<file path="config.mk">
export PLATFORM = sky130hd
export DESIGN_NAME = usmg_front
export DESIGN_NICKNAME = d
export VERILOG_FILES = /design/src/design/usmg_pkg.sv /design/src/design/usmg_front.sv
export SDC_FILE = /design/constraint.sdc
export NUM_CORES = 1
export LEC_CHECK = 0
export BUFFER_PORTS_ARGS = -buffer_cell sky130_fd_sc_hd__buf_2
export CORE_ASPECT_RATIO = 1.5
export CORE_UTILIZATION = 55
export CTS_CLUSTER_DIAMETER = 120
export CTS_CLUSTER_SIZE = 12
export DETAILED_ROUTE_END_ITERATION = 7
export GPL_TIMING_DRIVEN = 0
export PLACE_DENSITY_LB_ADDON = 0.2
export SETUP_SLACK_MARGIN = 0.4
export SLEW_MARGIN = 20
export SYNTH_ARGS = -nofsm -noshare
export SYNTH_HDL_FRONTEND = slang
export SYNTH_SLANG_ARGS = --single-unit
</file>
<file path="constraint.sdc">
create_clock -name clk -period 6.2 [get_ports clk]
set_input_delay 0.62 -clock clk [delete_from_list [all_inputs] [get_ports clk]]
set_output_delay 0.62 -clock clk [all_outputs]
set_load 0.1 [all_outputs]
</file>
<file path="src/design/usmg_pkg.sv">
// Shared types, constants and helper functions for the UV sphere element generator.
// No dependencies; every other design file but usmg_div refers to this package by scoped names.
`default_nettype none
package usmg_pkg;

  localparam int N_W        = 7;   // subdivision count width
  localparam int E_W        = 12;  // element number width
  localparam int CNT_W      = 14;  // vertex/face counts for n up to 127
  localparam int IDX_W      = 12;  // corner index width
  localparam int POS_W      = 16;  // Q1.15 coordinate
  localparam int PH_W       = 32;  // phase, 2^32 per turn
  localparam int ANG_NUM_W  = N_W + PH_W;
  localparam int ANG_DEN_W  = N_W + 1;
  localparam int CW         = 34;  // CORDIC x/y width
  localparam int ZW         = 34;  // CORDIC angle width
  localparam int PROD_W     = 64;
  localparam int RND_W      = 20;
  localparam int CORDIC_STEPS = 16;
  localparam int QDEPTH     = 4;

  localparam int MAX_SUBDIVS_DEF = 64;
  localparam logic [N_W-1:0] SUBDIV_RESET = 7'd20;
  localparam logic [N_W-1:0] N_MIN        = 7'd3;

  // request kind of an input item
  localparam logic KIND_VERTEX = 1'b0;
  localparam logic KIND_FACE   = 1'b1;

  localparam logic [PH_W-1:0] QUARTER_TURN = 32'h4000_0000;
  localparam logic [PH_W-1:0] HALF_TURN    = 32'h8000_0000;
  localparam logic signed [CW-1:0] CORDIC_GAIN = 34'sd652032874;

  localparam logic signed [RND_W-1:0] SAT_HI = 20'sd16384;
  localparam logic signed [RND_W-1:0] SAT_LO = -20'sd16384;
  localparam logic [POS_W-1:0] POS_HALF_P = 16'h4000;
  localparam logic [POS_W-1:0] POS_HALF_N = 16'hC000;

  typedef enum logic [6:0] {
    CLS_OOR       = 7'b0000001,
    CLS_POLE_LO   = 7'b0000010,
    CLS_POLE_HI   = 7'b0000100,
    CLS_RING      = 7'b0001000,
    CLS_FACE_SIDE = 7'b0010000,
    CLS_FACE_TOP  = 7'b0100000,
    CLS_FACE_BOT  = 7'b1000000
  } cls_t;

  // classified item as it travels from the front end to the back end
  typedef struct packed {
    cls_t             cls;
    logic [E_W-1:0]   elem;
    logic [N_W-1:0]   n;
    logic [CNT_W-1:0] vcnt;
  } qent_t;

  // per-item result info carried alongside the angle pipeline
  typedef struct packed {
    cls_t             cls;
    logic [IDX_W-1:0] a;
    logic [IDX_W-1:0] b;
    logic [IDX_W-1:0] c;
    logic [IDX_W-1:0] d;
  } info_t;

  function automatic logic [PH_W-1:0] atan_turn(input int i);
    logic [PH_W-1:0] v;
    unique case (i)
      0:  v = 32'd536870912;
      1:  v = 32'd316933406;
      2:  v = 32'd167458907;
      3:  v = 32'd85004756;
      4:  v = 32'd42667330;
      5:  v = 32'd21354465;
      6:  v = 32'd10679842;
      7:  v = 32'd5340245;
      8:  v = 32'd2670163;
      9:  v = 32'd1335087;
      10: v = 32'd667544;
      11: v = 32'd333772;
      12: v = 32'd166886;
      13: v = 32'd83443;
      14: v = 32'd41722;
      15: v = 32'd20861;
      default: v = '0;
    endcase
    return v;
  endfunction

  function automatic logic [POS_W-1:0] sat_q15(input logic signed [RND_W-1:0] v);
    logic signed [RND_W-1:0] s;
    if (v > SAT_HI) begin
      s = SAT_HI;
    end else if (v < SAT_LO) begin
      s = SAT_LO;
    end else begin
      s = v;
    end
    return s[POS_W-1:0];
  endfunction

endpackage
`default_nettype wire

</file>
<file path="src/design/usmg_front.sv">
// Front end: subdivision register, derived counts, and classification of each accepted item.
// Depends on usmg_pkg.
`default_nettype none
module usmg_front #(
  parameter int MAX_SUBDIVS = usmg_pkg::MAX_SUBDIVS_DEF
) (
  input  logic                      clk,
  input  logic                      rst_n,
  input  logic                      cfg_we,
  input  logic [usmg_pkg::N_W-1:0]  cfg_wdata,
  input  logic                      acc_i,
  input  logic                      kind_i,
  input  logic [usmg_pkg::E_W-1:0]  elem_i,
  output logic                      vld_o,
  output usmg_pkg::qent_t           ent_o,
  output logic                      stale_o
);

  localparam int N_W   = usmg_pkg::N_W;
  localparam int CNT_W = usmg_pkg::CNT_W;
  localparam int MAX_N = (MAX_SUBDIVS > (2**N_W - 1)) ? (2**N_W - 1) : MAX_SUBDIVS;
  localparam logic [N_W-1:0] MAX_NV = N_W'(MAX_N);

  logic [N_W-1:0]   subdiv_r;
  logic             stale_r;
  logic [N_W-1:0]   n_r, n_nxt;
  logic [CNT_W-1:0] vcnt_r, fcnt_r, side_r, top_r;
  logic [CNT_W-1:0] n_ext, n_sq;
  logic             vld_r;
  usmg_pkg::qent_t  ent_r, ent_nxt;
  usmg_pkg::cls_t   cls;
  logic [CNT_W-1:0] e_ext;

  always_comb begin
    if (subdiv_r < usmg_pkg::N_MIN) begin
      n_nxt = usmg_pkg::N_MIN;
    end else if (subdiv_r > MAX_NV) begin
      n_nxt = MAX_NV;
    end else begin
      n_nxt = subdiv_r;
    end
    n_ext = CNT_W'(n_nxt);
    n_sq  = CNT_W'(n_ext * n_ext);
  end

  // derived counts follow the register in the next cycle; stale is high while they lag
  always_ff @(posedge clk) begin
    n_r    <= n_nxt;
    fcnt_r <= n_sq;
    vcnt_r <= CNT_W'(n_sq - n_ext + CNT_W'(2));
    side_r <= CNT_W'(n_sq - {n_ext[CNT_W-2:0], 1'b0});
    top_r  <= CNT_W'(n_sq - n_ext);
  end

  always_ff @(posedge clk) begin
    if (!rst_n) begin
      subdiv_r <= usmg_pkg::SUBDIV_RESET;
      stale_r  <= 1'b1;
      vld_r    <= 1'b0;
    end else begin
      if (cfg_we) begin
        subdiv_r <= cfg_wdata;
      end
      stale_r <= cfg_we;
      vld_r   <= acc_i;
    end
  end

  always_comb begin
    e_ext = CNT_W'(elem_i);
    if (kind_i == usmg_pkg::KIND_VERTEX) begin
      priority if (e_ext >= vcnt_r) begin
        cls = usmg_pkg::CLS_OOR;
      end else if (e_ext == CNT_W'(vcnt_r - CNT_W'(2))) begin
        cls = usmg_pkg::CLS_POLE_LO;
      end else if (e_ext == CNT_W'(vcnt_r - CNT_W'(1))) begin
        cls = usmg_pkg::CLS_POLE_HI;
      end else begin
        cls = usmg_pkg::CLS_RING;
      end
    end else begin
      priority if (e_ext >= fcnt_r) begin
        cls = usmg_pkg::CLS_OOR;
      end else if (e_ext < side_r) begin
        cls = usmg_pkg::CLS_FACE_SIDE;
      end else if (e_ext < top_r) begin
        cls = usmg_pkg::CLS_FACE_TOP;
      end else begin
        cls = usmg_pkg::CLS_FACE_BOT;
      end
    end
    ent_nxt.cls  = cls;
    ent_nxt.elem = elem_i;
    ent_nxt.n    = n_r;
    ent_nxt.vcnt = vcnt_r;
  end

  always_ff @(posedge clk) begin
    if (acc_i) begin
      ent_r <= ent_nxt;
    end
  end

  assign vld_o   = vld_r;
  assign ent_o   = ent_r;
  assign stale_o = stale_r;

endmodule
`default_nettype wire

</file>
==> metrics.md <==
| Metric | Value |
|---|---|
| Io pins | 66 |
| Total number of vias | 4640 |
| Row count | 47 |
| Die ar. | 11900 µm² |
| Largest family of logic cells by synthesized area | adder cells |
| Synth Area in XOR/XNOR | 0.0710 |
| H-tree depth | 3 |
| Leak | ~3.4 nW |
| Library cells used by synthesis | 68 |
| CP Class | register to register |
| Root Buffer | clkbuf_16 |
| Min Clock Period, post-route | 5.62 ns |
| Total power | 3.19 mW |
| Final setup vio count | 0 |
| Multiplexer share of the synthesized area | 0.0163 |
| Post-route design area | 7300 µm² |
| Element type at the critical path end | register |
| TritonCTS buffer count | 9 |
| Gr ovfl total | 0 |
| GRT Util Overall | 0.226 |
| Fmax | 178 MHz |
| Clk Latency, worst-skew pair | 0.34 ns |
| ANT cells | 0 |
| Initial Util | 0.566 |
| Post-synthesis register bit count | around 100 |
| Status | finished, final reports clean |
| Placer Congestion | between 0.8 and 0.9 |
| Fraction of layout cells with a size suffix above 1 | 0.184 |
| Fin crit share | 0.906 |
| Unrepaired setup endpoints after global routing | no |
| Final ANT Viol Nets | 0 |
| Mapped Area | 6290 µm² |
| Area grow syn2layout | 16.0% |
| Vias per std cell | around 5.4 |
| First-pass GRT wire length | 20500 µm |
| EDFF count, synth | 39 |
| Post-DP HPWL | roughly 9700 µm |
| Initial antenna violation count | 0 |
| Simple-gate share of the synthesized area | 0.142 |
| Pre-antenna DRT Iters | 4 |
| Die H | 133 µm |
| Cell Area, Placed | 6820 µm² |
| Largest net degree at the start of global routing | 41 |
| Drt total wl | 12500 µm |
| Final nets | between 800 and 900 |
| Yosys warns | 0 |
| Top_reg_cell synth | dfxtp_1 |
| Reg-to-reg slack, setup | 0.58 ns |
| Worst clock skew | 0.00447 ns |
| I/O Buffers | 63 |
| Post-layout util | 0.657 |
| Area fraction in compound gates after synthesis | 0.116 |
| Per-cell routed wire length | 14.4 µm |
| Adder-Cell Fraction of Synth Area | 0.201 |
| Arrival time at the worst endpoint | 5.89 ns |
| Max-cap violations | 0 |
| Maximum clock path buffer count | 2 |
| Async set-reset flop share out of synthesis | 0 |
| Final Hold Fails | 0 |
| Core area | 11100 µm² |
| CTS tree | built |
| Die W | 89.3 µm |
| P per Cell Area | 438 nW/µm² |
| 1st-iter DRT viols | roughly 110 |
| Syn avg cell area | between 10 and 15 µm² |
| CP max FO | 9 |
| Clk slew on worst S/H paths | roughly 0.070 ns |
| Max Slew Vio Count | 0 |
| Sequential share of the synthesized area | 0.393 |
| CP startpoint kind | register |
| Worst VDD drop | 0.000239 V |
| HP Class | register to register |
| DRC Markers | 0 |
| Max transition margin | 0.402 |
| Req. time, crit path | 6.47 ns |
| Tightest Pin Transition | approximately 0.9 ns |
| Number of global-route vias before repair | 4552 |
| CTS Sinks | 104 |
| Post-Syn Instances | around 620 |
==> path summary, 6_finish.rpt <==
path / start / to / depth (start not counted)
hold / removal: n_r[3]$_DFF_P_ / ent_o[17]$_DFFE_PP_ / 0
setup reg to reg: subdiv_r[4]$_SDFFE_PN1P_ / side_r[13]$_DFF_P_ / 20
hold reg to reg: n_r[3]$_DFF_P_ / ent_o[17]$_DFFE_PP_ / 0
setup / recovery: subdiv_r[4]$_SDFFE_PN1P_ / side_r[13]$_DFF_P_ / 20
==> where the power goes <==
group / internal [mW] / leakage, nW / switching (mW) / total [mW]
combinational: 0.603 / 2.31 / 1.03 / 1.63
clock: 0.318 / 0.138 / 0.250 / 0.568
sequential: 0.915 / 0.928 / 0.0805 / 0.996
==> per-layer routing <==
layer  up-vias  wire length (µm)  GRT usage
met5         -                 0          0
met4         0               390     0.0926
met3        34               292     0.0374
met2        96              6910      0.429
met1      2178              4870      0.237
li1       2332                 -          -
==> synth_stat cells (all sizes together), types with 6 or more instances <==
cell	instances	area share
and2	9	0.0093
nor2b	14	0.014
xnor2	39	0.054
a21oi	22	0.019
and3	8	0.0080
fa	15	0.048
nor2	33	0.020
inv	84	0.050
dfxtp	65	0.21
nand2	34	0.020
a21o	13	0.016
nor3	16	0.014
nor4	11	0.016
clkbuf	10	0.0060
a211oi	6	0.0072
o21ai	18	0.014
nand2b	6	0.0060
mux2i	8	0.013
edfxtp	39	0.19
o21a	14	0.017
ha	77	0.15
xor2	12	0.017
nand3	10	0.0080
==> flip-flops by register name (all words and copies together) (netlist names), 5 cells and up <==
register	flops
ent_o	39
subdiv_r	7
side_r	13
vcnt_r	13
fcnt_r	12
top_r	13
n_r	5
==> metrics by stage <==
| step | cells | setup TNS [ns] | setup WS (ns) | hold WS (ns) |
|---|---|---|---|---|
| CTS | 858 | 0 | 0.404 | 0.405 |
| detailed placement | 840 | -2.70 | -0.374 | 0.389 |
| finish | 866 | 0 | 0.582 | 0.404 |
| global route | 866 | 0 | 0.320 | 0.408 |
| global placement | 840 | -1.80 | -0.269 | 0.389 |
| floorplan | 630 | 0 | 0.645 | 0.386 |
==> kinds of logic after synthesis <==
kind of cell,count (synthesis)
xor+xnor,51
flops,104
other cells,2
fa+ha+maj,92
mux,10
compound gates,104
simple gates,163
buf+inv,98
==> worst max-delay path, cell delays in order (launching register included) <==
cell	delay [ns]
dfxtp_1	0.29
buf_2	0.17
nor4_4	0.27
o21ai_2	0.15
inv_2	0.16
nand2_2	0.10
fa_1	0.57
fa_1	0.44
fa_1	0.52
inv_1	0.05
fa_1	0.56
ha_4	0.24
a21o_1	0.21
nor2_1	0.10
a21oi_1	0.06
a311oi_2	0.30
inv_1	0.14
ha_4	0.24
a2111o_1	0.48
nor4_2	0.30
xor2_1	0.18
==> repair_timing <==
item                       4_1_cts  5_1_grt
gates cloned                     0        0
buffers inserted                 2        8
setup endpoints to repair       22       12
gates resized for setup         10       14
hold buffers                     0        0
pin swaps                        2       10
==> placed cells by master, fill, tap and decap left out, drive strengths merged, types with 6 or more instances in the layout <==
master	n
inv	85
buf	78
ha	77
dfxtp	65
edfxtp	39
xnor2	39
nand2	34
nor2	33
a21oi	22
clkbuf	20
o21ai	18
nor3	16
fa	15
nor2b	14
o21a	14
a21o	13
xor2	12
nor4	11
nand3	10
and2	9
and3	8
mux2i	8
conb	8
nand2b	6
a211oi	6
==> area by class of cell <==
class / count / area [µm²]
multi-input combinational: 428 / 3560
timing repair buffer: 73 / 390
tap: 147 / 184
sequential: 104 / 2470
clock inverter: 5 / 65.1
fill: 878 / 3820
inverter: 84 / 319
buffer: 14 / 68.8
clock buffer: 11 / 233
(Power assumes the default switching activity.)
