[config.mk]
export PLATFORM = sky130hd
export DESIGN_NAME = usmg_queue
export DESIGN_NICKNAME = d
export VERILOG_FILES = /design/src/design/usmg_pkg.sv /design/src/design/usmg_queue.sv
export SDC_FILE = /design/constraint.sdc
export NUM_CORES = 1
export LEC_CHECK = 0
export ABC_AREA = 0
export BUFFER_PORTS_ARGS = -buffer_cell sky130_fd_sc_hd__buf_2
export CORE_AREA = 10 10 124 126
export CTS_CLUSTER_SIZE = 14
export DETAILED_ROUTE_END_ITERATION = 6
export DIE_AREA = 0 0 134 136
export PLACE_DENSITY = 0.72
export SLEW_MARGIN = 20
export SYNTH_ARGS = -nofsm -noshare
export SYNTH_HDL_FRONTEND = slang
export SYNTH_SLANG_ARGS = --single-unit
[constraint.sdc]
create_clock -name clk -period 1.8 [get_ports clk]
set_input_delay 0 -clock clk [delete_from_list [all_inputs] [get_ports clk]]
set_output_delay 0 -clock clk [all_outputs]
set_load 0.05 [all_outputs]
[src/design/usmg_pkg.sv]
// Shared types, constants and helper functions for the UV sphere element generator.
// No dependencies; every other design file but usmg_div refers to this package by scoped names.
`default_nettype none
package usmg_pkg;

  localparam int N_W        = 7;   // subdivision count width
  localparam int E_W        = 12;  // element number width
  localparam int CNT_W      = 14;  // vertex/face counts for n up to 127
  localparam int IDX_W      = 12;  // corner index width
  localparam int POS_W      = 16;  // Q1.15 coordinate
  localparam int PH_W       = 32;  // phase, 2^32 per turn
  localparam int ANG_NUM_W  = N_W + PH_W;
  localparam int ANG_DEN_W  = N_W + 1;
  localparam int CW         = 34;  // CORDIC x/y width
  localparam int ZW         = 34;  // CORDIC angle width
  localparam int PROD_W     = 64;
  localparam int RND_W      = 20;
  localparam int CORDIC_STEPS = 16;
  localparam int QDEPTH     = 4;

  localparam int MAX_SUBDIVS_DEF = 64;
  localparam logic [N_W-1:0] SUBDIV_RESET = 7'd20;
  localparam logic [N_W-1:0] N_MIN        = 7'd3;

  // request kind of an input item
  localparam logic KIND_VERTEX = 1'b0;
  localparam logic KIND_FACE   = 1'b1;

  localparam logic [PH_W-1:0] QUARTER_TURN = 32'h4000_0000;
  localparam logic [PH_W-1:0] HALF_TURN    = 32'h8000_0000;
  localparam logic signed [CW-1:0] CORDIC_GAIN = 34'sd652032874;

  localparam logic signed [RND_W-1:0] SAT_HI = 20'sd16384;
  localparam logic signed [RND_W-1:0] SAT_LO = -20'sd16384;
  localparam logic [POS_W-1:0] POS_HALF_P = 16'h4000;
  localparam logic [POS_W-1:0] POS_HALF_N = 16'hC000;

  typedef enum logic [6:0] {
    CLS_OOR       = 7'b0000001,
    CLS_POLE_LO   = 7'b0000010,
    CLS_POLE_HI   = 7'b0000100,
    CLS_RING      = 7'b0001000,
    CLS_FACE_SIDE = 7'b0010000,
    CLS_FACE_TOP  = 7'b0100000,
    CLS_FACE_BOT  = 7'b1000000
  } cls_t;

  // classified item as it travels from the front end to the back end
  typedef struct packed {
    cls_t             cls;
    logic [E_W-1:0]   elem;
    logic [N_W-1:0]   n;
    logic [CNT_W-1:0] vcnt;
  } qent_t;

  // per-item result info carried alongside the angle pipeline
  typedef struct packed {
    cls_t             cls;
    logic [IDX_W-1:0] a;
    logic [IDX_W-1:0] b;
    logic [IDX_W-1:0] c;
    logic [IDX_W-1:0] d;
  } info_t;

  function automatic logic [PH_W-1:0] atan_turn(input int i);
    logic [PH_W-1:0] v;
    unique case (i)
      0:  v = 32'd536870912;
      1:  v = 32'd316933406;
      2:  v = 32'd167458907;
      3:  v = 32'd85004756;
      4:  v = 32'd42667330;
      5:  v = 32'd21354465;
      6:  v = 32'd10679842;
      7:  v = 32'd5340245;
      8:  v = 32'd2670163;
      9:  v = 32'd1335087;
      10: v = 32'd667544;
      11: v = 32'd333772;
      12: v = 32'd166886;
      13: v = 32'd83443;
      14: v = 32'd41722;
      15: v = 32'd20861;
      default: v = '0;
    endcase
    return v;
  endfunction

  function automatic logic [POS_W-1:0] sat_q15(input logic signed [RND_W-1:0] v);
    logic signed [RND_W-1:0] s;
    if (v > SAT_HI) begin
      s = SAT_HI;
    end else if (v < SAT_LO) begin
      s = SAT_LO;
    end else begin
      s = v;
    end
    return s[POS_W-1:0];
  endfunction

endpackage
`default_nettype wire

[src/design/usmg_queue.sv]
// Short FIFO between the classifying front end and the arithmetic back end; drains every cycle.
// Depends on usmg_pkg for the entry type and depth.
`default_nettype none
module usmg_queue (
  input  logic            clk,
  input  logic            rst_n,
  input  logic            push_i,
  input  usmg_pkg::qent_t data_i,
  output logic            vld_o,
  output usmg_pkg::qent_t data_o,
  output logic            afull_o
);

  localparam int QDEPTH = usmg_pkg::QDEPTH;
  localparam int PTR_W  = $clog2(QDEPTH);
  localparam int QCNT_W = $clog2(QDEPTH + 1);

  usmg_pkg::qent_t   mem_r [QDEPTH];
  logic [PTR_W-1:0]  wr_ptr_r, wr_ptr_nxt;
  logic [PTR_W-1:0]  rd_ptr_r, rd_ptr_nxt;
  logic [QCNT_W-1:0] cnt_r, cnt_nxt;
  logic              pop;

  // back end never stalls, so the head leaves whenever there is one
  assign pop     = (cnt_r != '0);
  assign vld_o   = pop;
  assign data_o  = mem_r[rd_ptr_r];
  assign afull_o = (cnt_r >= QCNT_W'(QDEPTH - 1));

  always_comb begin
    wr_ptr_nxt = push_i ? PTR_W'(wr_ptr_r + 1'b1) : wr_ptr_r;
    rd_ptr_nxt = pop ? PTR_W'(rd_ptr_r + 1'b1) : rd_ptr_r;
    cnt_nxt    = QCNT_W'(cnt_r + QCNT_W'(push_i) - QCNT_W'(pop));
  end

  always_ff @(posedge clk) begin
    if (!rst_n) begin
      wr_ptr_r <= '0;
      rd_ptr_r <= '0;
      cnt_r    <= '0;
    end else begin
      wr_ptr_r <= wr_ptr_nxt;
      rd_ptr_r <= rd_ptr_nxt;
      cnt_r    <= cnt_nxt;
    end
  end

  always_ff @(posedge clk) begin
    if (push_i) begin
      mem_r[wr_ptr_r] <= data_i;
    end
  end

`ifndef ASSERT_OFF
  a_no_overflow: assert property (@(posedge clk) disable iff (!rst_n)
    !(push_i && cnt_r == QCNT_W'(QDEPTH)))
    else $error("queue push while full");

  a_drain: assert property (@(posedge clk) disable iff (!rst_n)
    (cnt_r != '0 && !push_i) |=> (cnt_r == QCNT_W'($past(cnt_r) - 1'b1)))
    else $error("queue did not drain its head");
`endif

endmodule
`default_nettype wire

==> flow_summary.json, run 1 <==
{
  "cp-end-kind": "output port",
  "grt_max_degree": 24,
  "vdd_drop_max_v": 0.0009239,
  "cp.arrival_ps": 1770,
  "p_clk_share_pct": 28.5,
  "layoutNonFillerInstCount": 597,
  "drt-initial-drc-count": 208,
  "portBuffers": 84,
  "placedCellCount": 519,
  "ys_types": 20,
  "grt_pass1_vias": 3302,
  "post-route-util_pct": 63.45,
  "antenna_cells": 0,
  "final_hold_viol_count": 0,
  "crit_chain": "clkbuf_16 -> mux4_2 -> buf_2",
  "async_flop_share_pct": 0,
  "powerDensity_mw_per_mm2": 1600,
  "die_h_um": 136,
  "hp-class": "in -> reg",
  "setup_viol": 0,
  "vias": 3034,
  "area_growth_pct": 31.22,
  "post-route-period-util_pct": 98.12,
  "cap_viol_max_count": 0,
  "syn_avg_cell_area_um2": 24.61,
  "first_pass_iters": 4,
  "worstMarginPinSlew_ps": 462.6,
  "crit_path_max_fanout": 9,
  "cts_buffer_depth": 2,
  "grt_pass1_wl_um": 17840,
  "drc_errors": 0,
  "synth_top_area_cell": "edfxtp_1",
  "coreArea_mm2": 0.01298,
  "syn_area_mm2": 0.006276,
  "seq_area_frac_synth_pct": 79.43,
  "final_nets": 459,
  "cts_root_buffer": "clkbuf_16",
  "p_leak_uw": 0.002896,
  "synthCells": 255,
  "htreeDepth": 4,
  "wl_um": 11700,
  "drive_above_1_share_pct": 43.71,
  "critPathTopFamily": "multiplexers",
  "fillerInstances": 888,
  "p_sw_share_pct": 33.56,
  "setup_ws_ps": 33.77,
  "drv_slew": 0,
  "synth_most_common_cell": "edfxtp_1",
  "gp_congestion": 0.6958,
  "critPathSlowestCell": "mux4_2",
  "synth-seq-cells": 169,
  "fp-row-count": 42,
  "p_comb_share_pct": 35.9,
  "synthTopCellsByArea": "edfxtp_1, mux4_2, dfxtp_1",
  "crit_required_ps": 1800,
  "viasPerCell": 5.082,
  "synth_top_area_share_pct": 76.56,
  "rsz0062_at_grt": "yes",
  "maxSlewHeadroom_pct": 68.90,
  "die-area_mm2": 0.01822,
  "ant_nets": 0,
  "design_area_mm2": 0.008235,
  "grt_usage_pct": 12.99,
  "start_util_pct": 48.35,
  "cts-buffers-inserted": 17,
  "run_status": "finished, final reports clean",
  "crit_path_max_incr_delay_ps": 500,
  "clk_pin_slew_ps": 60,
  "dp_slack_ps": -24.73,
  "p_int_uw": 8755,
  "wire_per_inst_um": 19.60,
  "seqPwrFrac_pct": 35.5,
  "power_switching_uw": 4421,
  "clock.fmax_mhz": 566.2,
  "cts_tree": "yes",
  "skew_ps": 5.794,
  "fin_crit_ps": 1766,
  "path_buf_inv": 2,
  "dp_hpwl_um": 6869,
  "path_class": "reg -> out",
  "grt_overflow": 0,
  "synth_edf_count": 160,
  "clock_sinks": 169,
  "start_kind": "flop",
  "ys_warn_count": 0,
  "boundaryPins": 85,
  "place_area_mm2": 0.006963,
  "synth_common_cells": "edfxtp_1, mux4_2, dfxtp_1",
  "die_w_um": 134,
  "syn_nets": 306,
  "antenna_found_initial": 0,
  "synth_flop_cell": "edfxtp_1",
  "clock_latency_ps": 420
}
power by group through the flow:
stage                     logic (uW)  clock network, uW  registers (uW)
after floorplan                 3420                  0            4700
after global placement          4150                  0            4720
after detailed placement        4180                  0            4740
after CTS                       4420               3840            4660
after global routing            4980               4000            4700
final                           4740               3760            4680
state kept, by name, summed over array words and instances, names as in the netlist, named ones only:
signal,count
cnt_r,3
rd_ptr_r,2
wr_ptr_r,2
mem_r,160
final cells by class:
| class | count | area (um^2) | share of cell area [%] |
|---|---|---|---|
| flip-flops and latches | 169 | 4991 | 60.60 |
| repair buffers | 143 | 1200 | 14.57 |
| multi-input cells | 70 | 1174 | 14.25 |
| clock buffers | 17 | 425.4 | 5.166 |
| well taps | 176 | 220.2 | 2.674 |
| clock inverters | 15 | 198.9 | 2.416 |
| inverters | 7 | 26.28 | 0.3191 |
per-stage QoR:
step / power [uW] / setup TNS, ps / hold slack [ps]
after floorplan: 8119 / -102.7 / 98.87
after global placement: 8869 / 0 / 210.6
after detailed placement: 8917 / -24.73 / 216.7
after CTS: 12910 / -10.92 / 301.5
after global routing: 13690 / -230.8 / 322.4
final: 13180 / 0 / 323.6
worst paths after layout:
kind | from | to | slack, ps | cells after the start
max reg2reg | cnt_r[2]$_SDFF_PN0_ | cnt_r[2]$_SDFF_PN0_ | 80 | 8
min reg2reg | rd_ptr_r[1]$_SDFFE_PN0N_ | flop | 480 | 2
max | flop | data_o[37] | 30 | 3
min | data_i[35] | mem_r[0][35]$_DFFE_PP_ | 320 | 2
worst reg2reg max path, cell delays in order, from the launching register on:
cell     delay (ps)
dfxtp_2         330
inv_2            90
nand3_4          80
ha_1            270
inv_1            40
ha_1            180
fa_2            340
xor2_1          160
and2_1          150
cells by family (layout without fill, tap and decap cells):
family / after synthesis / after routing / share of synthesized area [%]
multiplexers: 42 / 42 / 14.67
AND/OR/NAND/NOR: 16 / 16 / 1.515
flip-flops: 169 / 169 / 79.43
XOR/XNOR: 2 / 2 / 0.2792
AO/OA/AOI/OAI: 2 / 2 / 0.1993
buffers and inverters: 16 / 182 / 2.193
adder cells (fa/ha/maj): 8 / 8 / 1.714
routing by layer:
| metal | routed length [um] | GRT usage (%) | share of wire [%] |
|---|---|---|---|
| met1 | 5045 | 15.41 | 43 |
| met3 | 573 | 4.649 | 4.9 |
| met2 | 5861 | 20.87 | 50 |
| met5 | 0 | 0 | 0 |
| met4 | 221 | 6.167 | 1.9 |
placed cells by master (no fill, tap or decap), drive strengths merged:
cell / n
nand3: 1
bufinv: 4
mux4: 40
or4: 1
edfxtp: 160
nor2b: 1
fa: 1
o21ai: 1
nand2b: 1
inv: 9
clkbuf: 19
and3: 2
buf: 99
dfxtp: 9
clkinv: 5
mux2i: 2
o31ai: 1
ha: 7
and2: 8
clkinvlp: 4
xor2: 2
dlygate4sd3: 42
nand2: 2
timing repair:
action                     4_1_cts  5_1_grt
buffers inserted                 0        2
setup endpoints to repair       17       35
hold buffers                    42        0
resized for setup               23       46
hold endpoints to repair       169        0
gates cloned                     0        2
No activity file was read; power rests on OpenSTA's default activity.
==> inputs of run 2 (changes only) <==
--- a/config.mk
+++ b/config.mk
@@ -11,6 +11,7 @@
 export CTS_CLUSTER_SIZE = 14
 export DETAILED_ROUTE_END_ITERATION = 6
 export DIE_AREA = 0 0 134 136
+export MAX_ROUTING_LAYER = met4
 export PLACE_DENSITY = 0.72
 export SLEW_MARGIN = 20
 export SYNTH_ARGS = -nofsm -noshare
==> flow_summary.json, run 2 (same netlist as run 1, synthesis figures left out) <==
{
  "drive_above_1_share_pct": 43.71,
  "drv_slew": 0,
  "grt_pass1_wl_um": 17820,
  "maxSlewHeadroom_pct": 68.90,
  "start_util_pct": 48.35,
  "final_nets": 459,
  "layout_commonest_cell": "edfxtp_1",
  "powerDensity_mw_per_mm2": 1600,
  "rsz0062_at_grt": "yes",
  "hp-start": "data_i[37]",
  "path_buf_inv": 2,
  "wl_um": 11710,
  "hp-class": "in -> reg",
  "crit_chain": "clkbuf_16 -> mux4_2 -> buf_2",
  "setup_ws_ps": 31.28,
  "antenna_cells": 0,
  "multiInputGateArea_mm2": 0.001174,
  "grt_overflow": 0,
  "area_growth_pct": 31.22,
  "coreArea_mm2": 0.01298,
  "critPathSlowestCell": "mux4_2",
  "crit_path_max_fanout": 9,
  "clock_latency_ps": 420,
  "viasPerCell": 5.104,
  "start_kind": "flop",
  "die_h_um": 136,
  "whs_ps": 329.4,
  "cp.arrival_ps": 1770,
  "grt_max_degree": 24,
  "dp_hpwl_um": 6869,
  "cp-end-kind": "output port",
  "final_hold_viol_count": 0,
  "antenna_found_initial": 0,
  "ant_nets": 0,
  "cap_viol_max_count": 0,
  "largest_reg_flops": 160,
  "regMostFlops": "mem_r",
  "portBuffers": 84,
  "reg2reg_from": "cnt_r[2]$_SDFF_PN0_",
  "fp-row-count": 42,
  "wire_per_inst_um": 19.61,
  "dp_slack_ps": -24.73,
  "htreeDepth": 4,
  "critPathTopFamily": "multiplexers",
  "vdd_drop_max_v": 0.0009216,
  "clk_pin_slew_ps": 60,
  "clock_sinks": 169,
  "p_leak_uw": 0.002896,
  "cts_root_buffer": "clkbuf_16",
  "grt_usage_pct": 13.37,
  "crit_required_ps": 1800,
  "vias": 3047,
  "ff_latch_area_mm2": 0.004991,
  "die_w_um": 134,
  "fillerInstances": 888,
  "path_class": "reg -> out",
  "skew_ps": 5.029,
  "gp_congestion": 0.7032,
  "drc_errors": 0,
  "worstMarginPinSlew_ps": 462.6,
  "run_status": "finished, final reports clean",
  "grt_pass1_vias": 3300,
  "layout_common_cells": "edfxtp_1, buf_2, dlygate4sd3_1, mux4_2, buf_6",
  "fin_crit_ps": 1769,
  "setup_viol": 0,
  "drt-initial-drc-count": 190,
  "cts-buffers-inserted": 17,
  "clock.fmax_mhz": 565.4,
  "reg.largest.list": "mem_r: 160 flops, cnt_r: 3 flops",
  "cts_buffer_depth": 2,
  "first_pass_iters": 4,
  "post-route-period-util_pct": 98.26,
  "boundaryPins": 85,
  "crit_path_max_incr_delay_ps": 500,
  "cts_tree": "yes",
  "die-area_mm2": 0.01822
}
[run 2: cell counts in the layout (fill, tap and decap cells not counted)]
No cell type changed its count.
[run 2: power breakdown]
part	leakage (uW)	total [uW]	switching [uW]	internal [uW]
clock network	0.000293	3750	1430	2320
registers	0.00155	4680	111	4570
logic	0.00106	4740	2870	1860
[run 2: repair_timing]
action,CTS,global route
setup endpoints to repair,17,35
hold buffers,42,0
buffers inserted,0,2
gates resized for setup,23,46
hold endpoints to repair,169,0
gates cloned,0,2
[run 2: per-layer routing]
metal | vias up | global-route usage (%) | wire length [um]
met5 | - | - | 0
met4 | 0 | 6.167 | 184
met3 | 15 | 4.539 | 597
met2 | 81 | 20.93 | 5935
met1 | 1575 | 15.41 | 4988
li1 | 1376 | - | -
[run 2: worst paths after layout]
| check | to | slack (ps) | cells past startpoint |
|---|---|---|---|
| max | data_o[37] | 30 | 3 |
| min reg2reg | flop | 480 | 2 |
| max reg2reg | cnt_r[2]$_SDFF_PN0_ | 80 | 8 |
| min | mem_r[3][37]$_DFFE_PP_ | 330 | 2 |
[run 2: cell type report]
type	instances	share of cell area, %
Clock buffer	17	5.166
Clock inverter	15	2.416
Inverter	7	0.3191
Multi-Input combinational cell	70	14.25
Sequential cell	169	60.60
Tap cell	176	2.674
Timing Repair Buffer	143	14.57
[run 2: metrics by stage]
| step | utilization [%] | cells | power, uW | setup TNS, ps | cell area, um^2 |
|---|---|---|---|---|---|
| after floorplan | - | 255 | 8119 | -102.7 | 6294 |
| after global placement | 53.64 | 519 | 8869 | 0 | 6963 |
| after detailed placement | 53.64 | 519 | 8917 | -24.73 | 6963 |
| after CTS | 62.15 | 593 | 12910 | -10.92 | 8066 |
| after global routing | 63.45 | 597 | 13690 | -226.2 | 8235 |
| final | 63.45 | 597 | 13170 | 0 | 8235 |
==> inputs of run 3 (changes only) <==
--- a/config.mk
+++ b/config.mk
@@ -12,7 +12,7 @@
 export DETAILED_ROUTE_END_ITERATION = 6
 export DIE_AREA = 0 0 134 136
 export MAX_ROUTING_LAYER = met4
-export PLACE_DENSITY = 0.72
+export PLACE_DENSITY = 0.83
 export SLEW_MARGIN = 20
 export SYNTH_ARGS = -nofsm -noshare
 export SYNTH_HDL_FRONTEND = slang
==> flow_summary.json, run 3 (same netlist as run 1, synthesis figures left out) <==
{
  "drv_slew": 0,
  "setup_ws_ps": 28.21,
  "p_leak_uw": 0.002920,
  "setup_viol": 0,
  "grt_pass1_vias": 3364,
  "post-route-util_pct": 64.12,
  "ant_nets": 0,
  "rsz0062_at_grt": "yes",
  "antenna_found_initial": 0,
  "reg.largest.list": "mem_r: 160 flops, cnt_r: 3 flops",
  "skew_ps": 10.52,
  "final_hold_viol_count": 0,
  "cp-end-kind": "output port",
  "maxSlewHeadroom_pct": 69.26,
  "clock_sinks": 169,
  "clk_pin_slew_ps": 60,
  "regMostFlops": "mem_r",
  "grt_pass1_wl_um": 18200,
  "clock.fmax_mhz": 564.4,
  "drc_errors": 0,
  "hp-class": "in -> reg",
  "die_w_um": 134,
  "coreArea_mm2": 0.01298,
  "clock_latency_ps": 420,
  "grt_max_degree": 41,
  "start_util_pct": 48.35,
  "die-area_mm2": 0.01822,
  "antenna_cells": 0,
  "vdd_drop_max_v": 0.001272,
  "crit_required_ps": 1800,
  "run_status": "finished, final reports clean",
  "cts-buffers-inserted": 17,
  "drive_above_1_share_pct": 43.63,
  "cts_buffer_depth": 2,
  "vias": 3008,
  "boundaryPins": 85,
  "start_kind": "flop",
  "drt-initial-drc-count": 155,
  "final_nets": 462,
  "wl_um": 11950,
  "fin_crit_ps": 1772,
  "place_area_mm2": 0.006985,
  "power_uw": 13150,
  "hold_depth": 2,
  "dp_slack_ps": -7.981,
  "cts_root_buffer": "clkbuf_16",
  "layout_common_cells": "edfxtp_1, buf_2, dlygate4sd3_1, mux4_2, buf_6",
  "worstMarginPinSlew_ps": 461.1,
  "path_class": "reg -> out",
  "layout_commonest_cell": "edfxtp_1",
  "portBuffers": 84,
  "first_pass_iters": 4,
  "die_h_um": 136,
  "post-route-period-util_pct": 98.43,
  "crit_path_max_fanout": 6,
  "design_area_mm2": 0.008323,
  "reg2reg_depth": 8,
  "powerDensity_mw_per_mm2": 1580,
  "cap_viol_max_count": 0,
  "fin_tns_setup_ps": 0,
  "dp_hpwl_um": 7126,
  "gp_congestion": 0.6674,
  "viasPerCell": 5.013,
  "largest_reg_flops": 160,
  "area_growth_pct": 32.62,
  "htreeDepth": 4,
  "fp-row-count": 42,
  "cts_tree": "yes",
  "grt_usage_pct": 13.63,
  "wire_per_inst_um": 19.92,
  "cp.arrival_ps": 1770,
  "grt_overflow": 0
}
==> run 3: cell count changes in the layout (fill, tap and decap cells not counted) <==
cell / change
inv_6: +1
dfxtp_2: -1
bufinv_16: -3
buf_4: -5
clkinv_2: +1
buf_12: +6
buf_2: -9
clkinv_1: +1
dfxtp_1: +1
buf_6: +11
==> run 3: report_power, final <==
group | switching [uW] | leakage (uW) | internal [uW] | total (uW)
Sequential | 95.7 | 0.00155 | 4570 | 4660
Clock | 1450 | 0.000261 | 1900 | 3350
Combinational | 2960 | 0.00111 | 2180 | 5140
==> run 3: layer usage <==
metal  GRT usage (%)  share of wire (%)  vias to the layer above
met5               -                  0                        -
met4           4.534               0.97                        0
li1                -                  -                     1381
met3           4.686                4.8                       11
met2           22.77                 53                       81
met1           15.12                 41                     1535
==> run 3: path summary, 6_finish.rpt <==
check / from / slack, ps / end
worst max-delay path: flop / 30 / data_o[10]
worst min-delay path: data_i[15] / 330 / mem_r[2][15]$_DFFE_PP_
worst max register to register: cnt_r[2]$_SDFF_PN0_ / 80 / cnt_r[2]$_SDFF_PN0_
worst min register to register: rd_ptr_r[1]$_SDFFE_PN0N_ / 480 / flop
==> run 3: per-stage QoR <==
stage          instances  hold slack, ps
6_report             600           327.7
2_1_floorplan        255           98.87
3_3_place_gp         517           209.3
3_5_place_dp         517           216.8
5_1_grt              600           314.1
4_1_cts              595           310.2
==> run 3: final cells by class <==
type,count,area [um^2]
Tap cell,176,220.2
Fill cell,879,4657
Timing Repair Buffer,146,1361
Inverter,7,26.28
Clock inverter,15,126.4
Clock buffer,17,425.4
Sequential cell,169,4990
Multi-Input combinational cell,70,1174
==> run 3: critical path, stage by stage, from the launching register on <==
cell and delay (ps):
dfxtp_4 370, buf_6 130, buf_12 130, mux4_2 540
buf_6 180
==> run 3: repair_timing <==
item | CTS | global route
endpoints found under the setup margin | 32 | 37
hold buffers | 42 | 0
hold endpoints to repair | 169 | 0
gates resized for setup | 37 | 58
buffers inserted | 4 | 3
gates cloned | 0 | 2
